`config.mk`:
```
export PLATFORM = sky130hd
export DESIGN_NAME = deadline_transmit_decider_core
export DESIGN_NICKNAME = d
export VERILOG_FILES = /design/src/rtl/dtd_pkg.sv /design/src/rtl/dtd_div.sv /design/src/rtl/deadline_transmit_decider_core.sv
export SDC_FILE = /design/constraint.sdc
export NUM_CORES = 2
export LEC_CHECK = 0
export BUFFER_PORTS_ARGS = -buffer_cell sky130_fd_sc_hd__buf_2
export CAP_MARGIN = 5
export CORE_MARGIN = 4
export CORE_UTILIZATION = 67
export DETAILED_ROUTE_END_ITERATION = 8
export PLACE_DENSITY = 0.85
export SYNTH_ARGS = -nofsm -noshare
export SYNTH_HDL_FRONTEND = slang
export SYNTH_SLANG_ARGS = --single-unit
export TNS_END_PERCENT = 5
```
`constraint.sdc`:
```
create_clock -name i_clk -period 14.6 [get_ports i_clk]
set_clock_uncertainty 0.05 [all_clocks]
set_input_delay 2.92 -clock i_clk [delete_from_list [all_inputs] [get_ports i_clk]]
set_output_delay 2.92 -clock i_clk [all_outputs]
set_load 0.01 [all_outputs]
```
`src/rtl/dtd_pkg.sv`:
```
// Package for the deadline transmit decider: sequencer states and fixed-point constants.
// Used by deadline_transmit_decider_core; has no dependencies of its own.
`default_nettype none

package dtd_pkg;

    localparam int FRAC_BITS = 16;

    typedef enum logic [3:0] {
        S_IDLE,
        S_AVG_GO,
        S_AVG_WAIT,
        S_SLOT,
        S_WALK,
        S_SLOT_END,
        S_REC_CHK,
        S_REC_RD,
        S_REC_MUL,
        S_REC_WAIT,
        S_DECIDE,
        S_EXP,
        S_OUT
    } t_state;

endpackage

`default_nettype wire

```
`src/rtl/dtd_div.sv`:
```
// Restoring unsigned divider, one quotient bit per cycle.
// Standalone; instantiated once by deadline_transmit_decider_core and shared by all divides.
`default_nettype none

module dtd_div #(
    parameter int N = 40
) (
    input  wire logic         i_clk,
    input  wire logic         i_rst_n,
    input  wire logic         i_start,
    input  wire logic [N-1:0] i_num,
    input  wire logic [N-1:0] i_den,
    output logic              o_done,
    output logic [N-1:0]      o_quo
);

    localparam int CNTW = $clog2(N + 1);

    logic [N-1:0]    r_rem, n_rem;
    logic [N-1:0]    r_quo, n_quo;
    logic [N-1:0]    r_den;
    logic [CNTW-1:0] r_cnt, n_cnt;
    logic            r_busy, n_busy;
    logic            r_done, n_done;
    logic [N:0]      shifted;
    logic [N:0]      diff;

    always_comb begin
        shifted = {r_rem, r_quo[N-1]};
        diff    = shifted - {1'b0, r_den};
        n_rem   = r_rem;
        n_quo   = r_quo;
        n_cnt   = r_cnt;
        n_busy  = r_busy;
        n_done  = 1'b0;
        if (i_start) begin
            n_rem  = '0;
            n_quo  = i_num;
            n_cnt  = CNTW'(N);
            n_busy = 1'b1;
        end else if (r_busy) begin
            if (!diff[N]) begin
                n_rem = diff[N-1:0];
                n_quo = {r_quo[N-2:0], 1'b1};
            end else begin
                n_rem = shifted[N-1:0];
                n_quo = {r_quo[N-2:0], 1'b0};
            end
            n_cnt = r_cnt - 1'b1;
            if (r_cnt == CNTW'(1)) begin
                n_busy = 1'b0;
                n_done = 1'b1;
            end
        end
    end

    always_ff @(posedge i_clk) begin
        if (!i_rst_n) begin
            r_busy <= 1'b0;
            r_done <= 1'b0;
            r_cnt  <= '0;
        end else begin
            r_busy <= n_busy;
            r_done <= n_done;
            r_cnt  <= n_cnt;
        end
    end

    always_ff @(posedge i_clk) begin
        r_rem <= n_rem;
        r_quo <= n_quo;
        if (i_start) begin
            r_den <= i_den;
        end
    end

    assign o_done = r_done;
    assign o_quo  = r_quo;

endmodule

`default_nettype wire

```
`src/rtl/deadline_transmit_decider_core.sv`:
```
// Deadline transmit decider. One node's queued deadlines arrive as items; the item
// marked last starts the decision and, once finished, exactly one result item leaves.
// While a decision runs the input channel is stalled. A decision first takes the mean
// with the divider (skipped when the queue is empty), then makes SLOTS slot passes that
// walk the entries from the epoch on (slots below it skip the walk), then up to SLOTS-2
// recursion steps of one divide each, and finally counts the expired entries when
// transmitting; N is the width of the shared serial divider, one quotient bit per cycle
// (35 at the default sizes), which sets the recursion time, while the single-port
// deadline memory sets the reward time. Other items are taken without stalling.
// Depends on dtd_pkg and dtd_div.
`default_nettype none

module deadline_transmit_decider_core
    import dtd_pkg::*;
#(
    parameter int SLOTS       = 32,
    parameter int QUEUE_DEPTH = 64
) (
    input  wire logic       i_clk,
    input  wire logic       i_rst_n,
    input  wire logic       i_valid,
    output logic            o_stall,
    input  wire logic [5:0] i_deadline,
    input  wire logic       i_entry_valid,
    input  wire logic       i_has_head,
    input  wire logic [4:0] i_epoch,
    input  wire logic       i_last,
    output logic            o_valid,
    input  wire logic       i_stall,
    output logic            o_transmit,
    output logic [4:0]      o_best_slot,
    output logic [6:0]      o_expired_count
);

    localparam int CW = $clog2(QUEUE_DEPTH + 1);
    localparam int AW = (QUEUE_DEPTH > 1) ? $clog2(QUEUE_DEPTH) : 1;
    localparam int SW = CW + 7;
    localparam int IW = $clog2(SLOTS);
    localparam int EW = ((IW > 5) ? IW : 5) + 1;
    localparam int RW = $clog2(QUEUE_DEPTH + SLOTS) + 8;
    localparam int FW = RW + FRAC_BITS - 1;
    localparam int DN = FW + IW;
    localparam int DW = IW + 8;
    localparam int XW = (CW > 7) ? CW : 7;

    t_state r_state, n_state;

    logic        [CW-1:0] r_count, n_count;
    logic signed [SW-1:0] r_sum, n_sum;
    logic signed [RW-1:0] r_avg, n_avg;
    logic signed [RW-1:0] r_t, n_t;
    logic signed [RW-1:0] r_acc, n_acc;
    logic signed [RW-1:0] r_best_r, n_best_r;
    logic        [IW-1:0] r_i, n_i;
    logic        [IW-1:0] r_best, n_best;
    logic        [IW-1:0] r_idx, n_idx;
    logic        [CW-1:0] r_e, n_e;
    logic                 r_pend, n_pend;
    logic        [FW-1:0] r_rn, n_rn;
    logic        [FW-1:0] r_rb, n_rb;
    logic        [DN-1:0] r_prod, n_prod;
    logic                 r_tx, n_tx;
    logic        [XW-1:0] r_xcnt, n_xcnt;
    logic        [4:0]    r_epoch, n_epoch;

    // Deadline store and slot reward store.
    logic signed [6:0]    mem_dl [QUEUE_DEPTH];
    logic signed [RW-1:0] mem_rw [SLOTS];
    logic signed [6:0]    r_dl_rd;
    logic signed [RW-1:0] r_rw_rd;
    logic                 dl_we;
    logic        [AW-1:0] dl_addr;
    logic signed [6:0]    dl_wdata;
    logic                 rw_we;

    logic                 div_start;
    logic        [DN-1:0] div_num;
    logic        [DN-1:0] div_den;
    logic                 div_done;
    logic        [DN-1:0] div_quo;

    logic        [SW-1:0] sum_mag;
    logic signed [RW-1:0] quo_avg;
    logic signed [DW-1:0] diff;
    logic        [EW-1:0] i_ext, best_ext, epoch_ext;
    logic        [FW-1:0] quo_f;
    logic        [FW-1:0] rv;
    logic        [FW-1:0] best_fx;
    logic [IW+FW-1:0]     mul;

    dtd_div #(.N(DN)) u_div (
        .i_clk   (i_clk),
        .i_rst_n (i_rst_n),
        .i_start (div_start),
        .i_num   (div_num),
        .i_den   (div_den),
        .o_done  (div_done),
        .o_quo   (div_quo)
    );

    always_comb begin
        sum_mag   = (r_sum < 0) ? SW'(-r_sum) : SW'(r_sum);
        quo_avg   = RW'(div_quo);
        diff      = DW'(r_dl_rd) - $signed(DW'(r_i));
        i_ext     = EW'(r_i);
        best_ext  = EW'(r_best);
        epoch_ext = EW'(r_epoch);
        quo_f     = FW'(div_quo);
        rv        = (r_rw_rd > 0) ? {r_rw_rd[RW-2:0], {FRAC_BITS{1'b0}}} : '0;
        best_fx   = {r_best_r[RW-2:0], {FRAC_BITS{1'b0}}};
        mul       = r_idx * r_rn;
    end

    always_comb begin
        n_state   = r_state;
        n_count   = r_count;
        n_sum     = r_sum;
        n_avg     = r_avg;
        n_t       = r_t;
        n_acc     = r_acc;
        n_best_r  = r_best_r;
        n_i       = r_i;
        n_best    = r_best;
        n_idx     = r_idx;
        n_e       = r_e;
        n_pend    = 1'b0;
        n_rn      = r_rn;
        n_rb      = r_rb;
        n_prod    = r_prod;
        n_tx      = r_tx;
        n_xcnt    = r_xcnt;
        n_epoch   = r_epoch;
        dl_we     = 1'b0;
        dl_addr   = r_e[AW-1:0];
        dl_wdata  = $signed({1'b0, i_deadline}) - $signed({6'b0, i_has_head});
        rw_we     = 1'b0;
        div_start = 1'b0;
        div_num   = DN'(sum_mag);
        div_den   = DN'(r_count);

        unique case (r_state)
            S_IDLE: begin
                dl_addr = r_count[AW-1:0];
                if (i_valid) begin
                    if (i_entry_valid && (r_count < CW'(QUEUE_DEPTH))) begin
                        dl_we   = 1'b1;
                        n_count = r_count + 1'b1;
                        n_sum   = r_sum + SW'(dl_wdata);
                    end
                    if (i_last) begin
                        n_epoch = i_epoch;
                        n_state = S_AVG_GO;
                    end
                end
            end
            S_AVG_GO: begin
                n_i      = '0;
                n_t      = '0;
                n_best   = '0;
                n_best_r = '1;
                if (r_count == '0) begin
                    n_avg   = '0;
                    n_state = S_SLOT;
                end else begin
                    div_start = 1'b1;
                    n_state   = S_AVG_WAIT;
                end
            end
            S_AVG_WAIT: begin
                if (div_done) begin
                    n_avg   = (r_sum < 0) ? -quo_avg : quo_avg;
                    n_state = S_SLOT;
                end
            end
            S_SLOT: begin
                n_e = '0;
                if (i_ext >= epoch_ext) begin
                    n_acc   = r_t;
                    n_state = S_WALK;
                end else begin
                    n_acc   = '0;
                    n_state = S_SLOT_END;
                end
            end
            S_WALK: begin
                // Each read is issued in the cycle before its accumulate.
                if (r_e < r_count) begin
                    n_e    = r_e + 1'b1;
                    n_pend = 1'b1;
                end
                if (r_pend && (diff > 0)) begin
                    n_acc = r_acc + RW'(diff);
                end
                if ((r_e == r_count) && !r_pend) begin
                    n_state = S_SLOT_END;
                end
            end
            S_SLOT_END: begin
                rw_we = 1'b1;
                if (r_acc > r_best_r) begin
                    n_best_r = r_acc;
                    n_best   = r_i;
                end
                if (r_i != '0) begin
                    n_t = r_t + r_avg - $signed(RW'(r_i)) + RW'(1);
                end
                if (r_i == IW'(SLOTS - 1)) begin
                    n_idx   = IW'(SLOTS - 2);
                    n_rb    = FW'(1) << FRAC_BITS;
                    n_rn    = '0;
                    n_state = S_REC_CHK;
                end else begin
                    n_i     = r_i + 1'b1;
                    n_state = S_SLOT;
                end
            end
            S_REC_CHK: begin
                n_state = (r_idx > r_best) ? S_REC_RD : S_DECIDE;
            end
            S_REC_RD: begin
                n_prod  = DN'(mul);
                n_state = S_REC_MUL;
            end
            S_REC_MUL: begin
                div_start = 1'b1;
                div_num   = r_prod + DN'(r_rb);
                div_den   = DN'(r_idx) + 1'b1;
                n_state   = S_REC_WAIT;
            end
            S_REC_WAIT: begin
                div_num = r_prod + DN'(r_rb);
                div_den = DN'(r_idx) + 1'b1;
                if (div_done) begin
                    n_rn    = quo_f;
                    n_rb    = (rv > quo_f) ? rv : quo_f;
                    n_idx   = r_idx - 1'b1;
                    n_state = S_REC_CHK;
                end
            end
            S_DECIDE: begin
                n_e    = '0;
                n_xcnt = '0;
                n_tx   = (r_best <= IW'(SLOTS - 2)) && (epoch_ext == best_ext)
                         && (best_fx >= r_rb);
                n_state = (n_tx) ? S_EXP : S_OUT;
            end
            S_EXP: begin
                if (r_e < r_count) begin
                    n_e    = r_e + 1'b1;
                    n_pend = 1'b1;
                end
                if (r_pend && (DW'(r_dl_rd) < $signed(DW'(r_epoch)))) begin
                    n_xcnt = r_xcnt + 1'b1;
                end
                if ((r_e == r_count) && !r_pend) begin
                    n_state = S_OUT;
                end
            end
            S_OUT: begin
                if (!i_stall) begin
                    n_count = '0;
                    n_sum   = '0;
                    n_state = S_IDLE;
                end
            end
            default: begin
                n_state = S_IDLE;
            end
        endcase
    end

    always_ff @(posedge i_clk) begin
        if (!i_rst_n) begin
            r_state <= S_IDLE;
            r_count <= '0;
            r_sum   <= '0;
            r_pend  <= 1'b0;
            r_tx    <= 1'b0;
        end else begin
            r_state <= n_state;
            r_count <= n_count;
            r_sum   <= n_sum;
            r_pend  <= n_pend;
            r_tx    <= n_tx;
        end
    end

    always_ff @(posedge i_clk) begin
        r_avg    <= n_avg;
        r_t      <= n_t;
        r_acc    <= n_acc;
        r_best_r <= n_best_r;
        r_i      <= n_i;
        r_best   <= n_best;
        r_idx    <= n_idx;
        r_e      <= n_e;
        r_rn     <= n_rn;
        r_rb     <= n_rb;
        r_prod   <= n_prod;
        r_xcnt   <= n_xcnt;
        r_epoch  <= n_epoch;
    end

    always_ff @(posedge i_clk) begin
        if (dl_we) begin
            mem_dl[dl_addr] <= dl_wdata;
        end
        r_dl_rd <= mem_dl[dl_addr];
    end

    always_ff @(posedge i_clk) begin
        if (rw_we) begin
            mem_rw[r_i] <= r_acc;
        end
        if (r_state == S_REC_RD) begin
            r_rw_rd <= mem_rw[r_idx];
        end
    end

    assign o_stall         = (r_state != S_IDLE);
    assign o_valid         = (r_state == S_OUT);
    assign o_transmit      = r_tx;
    assign o_best_slot     = best_ext[4:0];
    assign o_expired_count = r_tx ? r_xcnt[6:0] : 7'd0;

endmodule

`default_nettype wire

```
==> results.md <==
- Number of routed nets with antenna violations: 0
- Max-slew violations: 0
- CTS sink cnt: 1,251
- Ant. Diodes: 0
- Synth Instances: 4,351
- Worst Setup SP: r_idx[2]
- DRC Markers: 0
- Final WL: 152 mm
- Vias per Instance: 6.81
- First DRT Iteration DRCs: 5,467
- Number of synthesized flops with an enable pin: 1,174
- Library cells used by synthesis: 75
- Vias in the first global route: 38,150
- Layout net count: 4,742
- Slew @ Worst Pin: 1.48 ns
- Register area: 0.0368 mm^2
- Combinational power share: 26.6%
- CTS Hold Bufs: 0
- Initial Util: 67.4%
- Async SR Flop Fraction: 0%
- Die width: 306 um
- First-pass GRT wire length: 231 mm
- Via count: 38,707
- Max transition margin: 1.42%
- Initial antenna violation count: 3
- RSZ-0062 raised after global routing: false
- Multi-input gate area: 0.0211 mm^2
- Area growth syn-to-layout: 9.56%
- GPL Wtd Cong: 0.904
- Top FF cell, synth: edfxtp_1
- Yosys warns: 0
- Total grt overflow: 0
- GRT Total Usage: 32.3%
- Worst Hold Launch: u_div.r_rem[1]
- P_int: 0.00684 W
- Core Rows: 109
- WP data arrival: 6.44 ns
- Worst EP required: 15.04 ns
- Largest net degree at the start of global routing: 149
- Number of fill cells: 5,084
- Setup crit end: r_prod[32]
- Sw Pwr: 0.00336 W
- Minimum hold slack: 0.451 ns
- Worst r2r src: r_idx[2]
- CTS tree: built
- Reg power frac: 43.3%
- Num CTS Buffers: 120
- Worst Reg-to-Reg Cells: 16
- Ports: 33
- Fmax achieved: 0.167 GHz
- Final Critical Period: 6.00 ns
- Core Box Area: 0.0882 mm^2
- Worst Hold Class: reg2reg
- Status: complete, no violations
- DIE AREA: 0.0936 mm^2
- Drt pass-1 iters: 6
- Worst-path fanout max: 40
- Worst VDD drop: 0.129 mV
- Register bit total from synthesis: 1,251
- CP endpoint kind: register
- Die H: 306 um
- Setup WS pre-CTS: 7.98 ns
- Startpoint Class: register
- Postcts setup bufs: 0
- DR WL/cell: 26.7 um
- Final Worst Setup Slack: 8.60 ns
- Setup Viol. Count Final: 0
- Pwr/cell area: 157 mW/mm^2
- Post-CTS Resized: 0
- Commonest non-fill, non-tap cell in the layout: edfxtp_1
- Mapped Avg Cell Area: 13.7 um^2
- Net Count, Synth: 4,681
- I/O Buffers: 32
- Max-cap viol count: 0
- TNS Setup: 0 ns
- Worst r2r dst: r_prod[32]
- Final-report hold violation count: 0
- CTS Buffer Depth: 3
- Clock latency on the worst-skew pair: 0.72 ns
- H-tree depth: 3
- Pleak: 23.3 nW
- Sequential area share after synthesis: 61.9%
- Root buf cell: clkbuf_16
- Final worst-path cycle share: 41.1%
- Mapped cell area: 0.0595 mm^2
- Layout cells sized above 1: 11.1%
- Most frequent cells in the layout: 1,174 x edfxtp_1, 321 x nor2_1, 285 x inv_1
- Sw Share: 32.9%
- WS Path Type: reg2reg
- HPWL after DPL: 90.7 mm
- Reg2Reg Setup Slack: 8.60 ns
- Clock power share: 30.1%
- Worst-path clk slew: 0.06 ns
## cell families after synthesis
kind of cell,Yosys count,share of synthesized area [%]
muxes,198,6.53
buffers and inverters,472,3.00
DFF,1251,61.9
and+or+nand+nor,1148,9.38
xor gates and xnor gates,175,2.58
AOI/OAI and AO/OA,795,8.89
adders and majority gates,312,7.75
## per-layer routing
metal / GRT usage [%] / up-vias / share of wire, %
met5: 0 / - / 0.027
met4: 14.6 / 6 / 5.1
met3: 6.08 / 580 / 12
met2: 50.8 / 2894 / 47
met1: 44.7 / 18739 / 36
li1: - / 16488 / -
## cell type report
type / count / share of cell area [%]
Inverter: 290 / 1.67
Tap cell: 1165 / 2.24
Clock inverter: 76 / 1.06
Multi-Input combinational cell: 2628 / 32.4
Timing Repair Buffer: 121 / 1.29
Sequential cell: 1251 / 56.5
Clock buffer: 149 / 4.87
## how the worst min path moves through the flow
stage / cells past startpoint / end
6_report: 2 / u_div.r_rem[1]
5_1_grt: 2 / u_div.r_busy
4_1_cts: 2 / u_div.r_rem[1]
3_5_place_dp: 2 / u_div.r_rem[1]
3_3_place_gp: 2 / u_div.r_rem[1]
2_1_floorplan: 2 / u_div.r_rem[1]
## power by group through the flow
stage | combinational (W) | sequential, W | clock (W)
6_report | 0.00271 | 0.00442 | 0.00308
5_1_grt | 0.00288 | 0.00443 | 0.00325
2_1_floorplan | 0.00176 | 0.00439 | 0
3_5_place_dp | 0.00249 | 0.00447 | 0
4_1_cts | 0.00261 | 0.00440 | 0.00309
3_3_place_gp | 0.00238 | 0.00446 | 0
## cell usage after synthesis (33+ instances only)
library cell	count	share of area, %
inv_1	287	1.8
nand4_1	42	0.44
nand2_1	275	1.7
a31oi_1	35	0.37
clkbuf_1	146	0.92
a22oi_1	126	1.6
o21ai_0	137	1.2
and2_1	145	1.5
nor2_1	329	2.1
nor3_1	66	0.56
a21oi_1	182	1.5
mux4_2	150	5.7
a221oi_1	45	0.66
edfxtp_1	1174	59
ha_1	218	4.6
xnor2_1	97	1.4
nand2b_1	34	0.36
dfxtp_1	77	2.6
nand3_1	87	0.73
and3_1	49	0.52
a22o_1	33	0.49
nor2b_1	41	0.43
xor2_1	78	1.1
a21o_1	56	0.71
fa_1	94	3.2
## critical path, stage by stage, from the launching register on
cell	delay [ns]
edfxtp_1	0.94
buf_4	0.81
and2_1	0.25
ha_1	0.15
inv_1	0.06
fa_1	0.48
fa_1	0.55
inv_1	0.04
ha_1	0.34
nor2b_1	0.16
o31a_1	0.29
o21ai_0	0.30
nand3_1	0.15
a21oi_1	0.26
o21ai_0	0.28
a211o_1	0.38
o311ai_0	0.32
## sequential cells by signal, summed over array words and instances, names as in the netlist, 30 cells and up
| name | cells |
|---|---|
| mem_rw | 480 |
| mem_dl | 448 |
| r_prod | 35 |
| u_div.o_quo | 35 |
| u_div.r_rem | 35 |
| r_rb | 30 |
| r_rn | 30 |
## stage by stage
step                      instance area, um^2  utilization (%)  power [W]  instances
final                                   65200             73.8     0.0102       5680
after global routing                    65200             73.8     0.0106       5680
after CTS                               65200             73.8     0.0101       5680
after detailed placement                61300             69.5    0.00696       5455
after global placement                  61300             69.5    0.00683       5455
after floorplan                         59500                -    0.00615       4351
(Power assumes the default switching activity.)
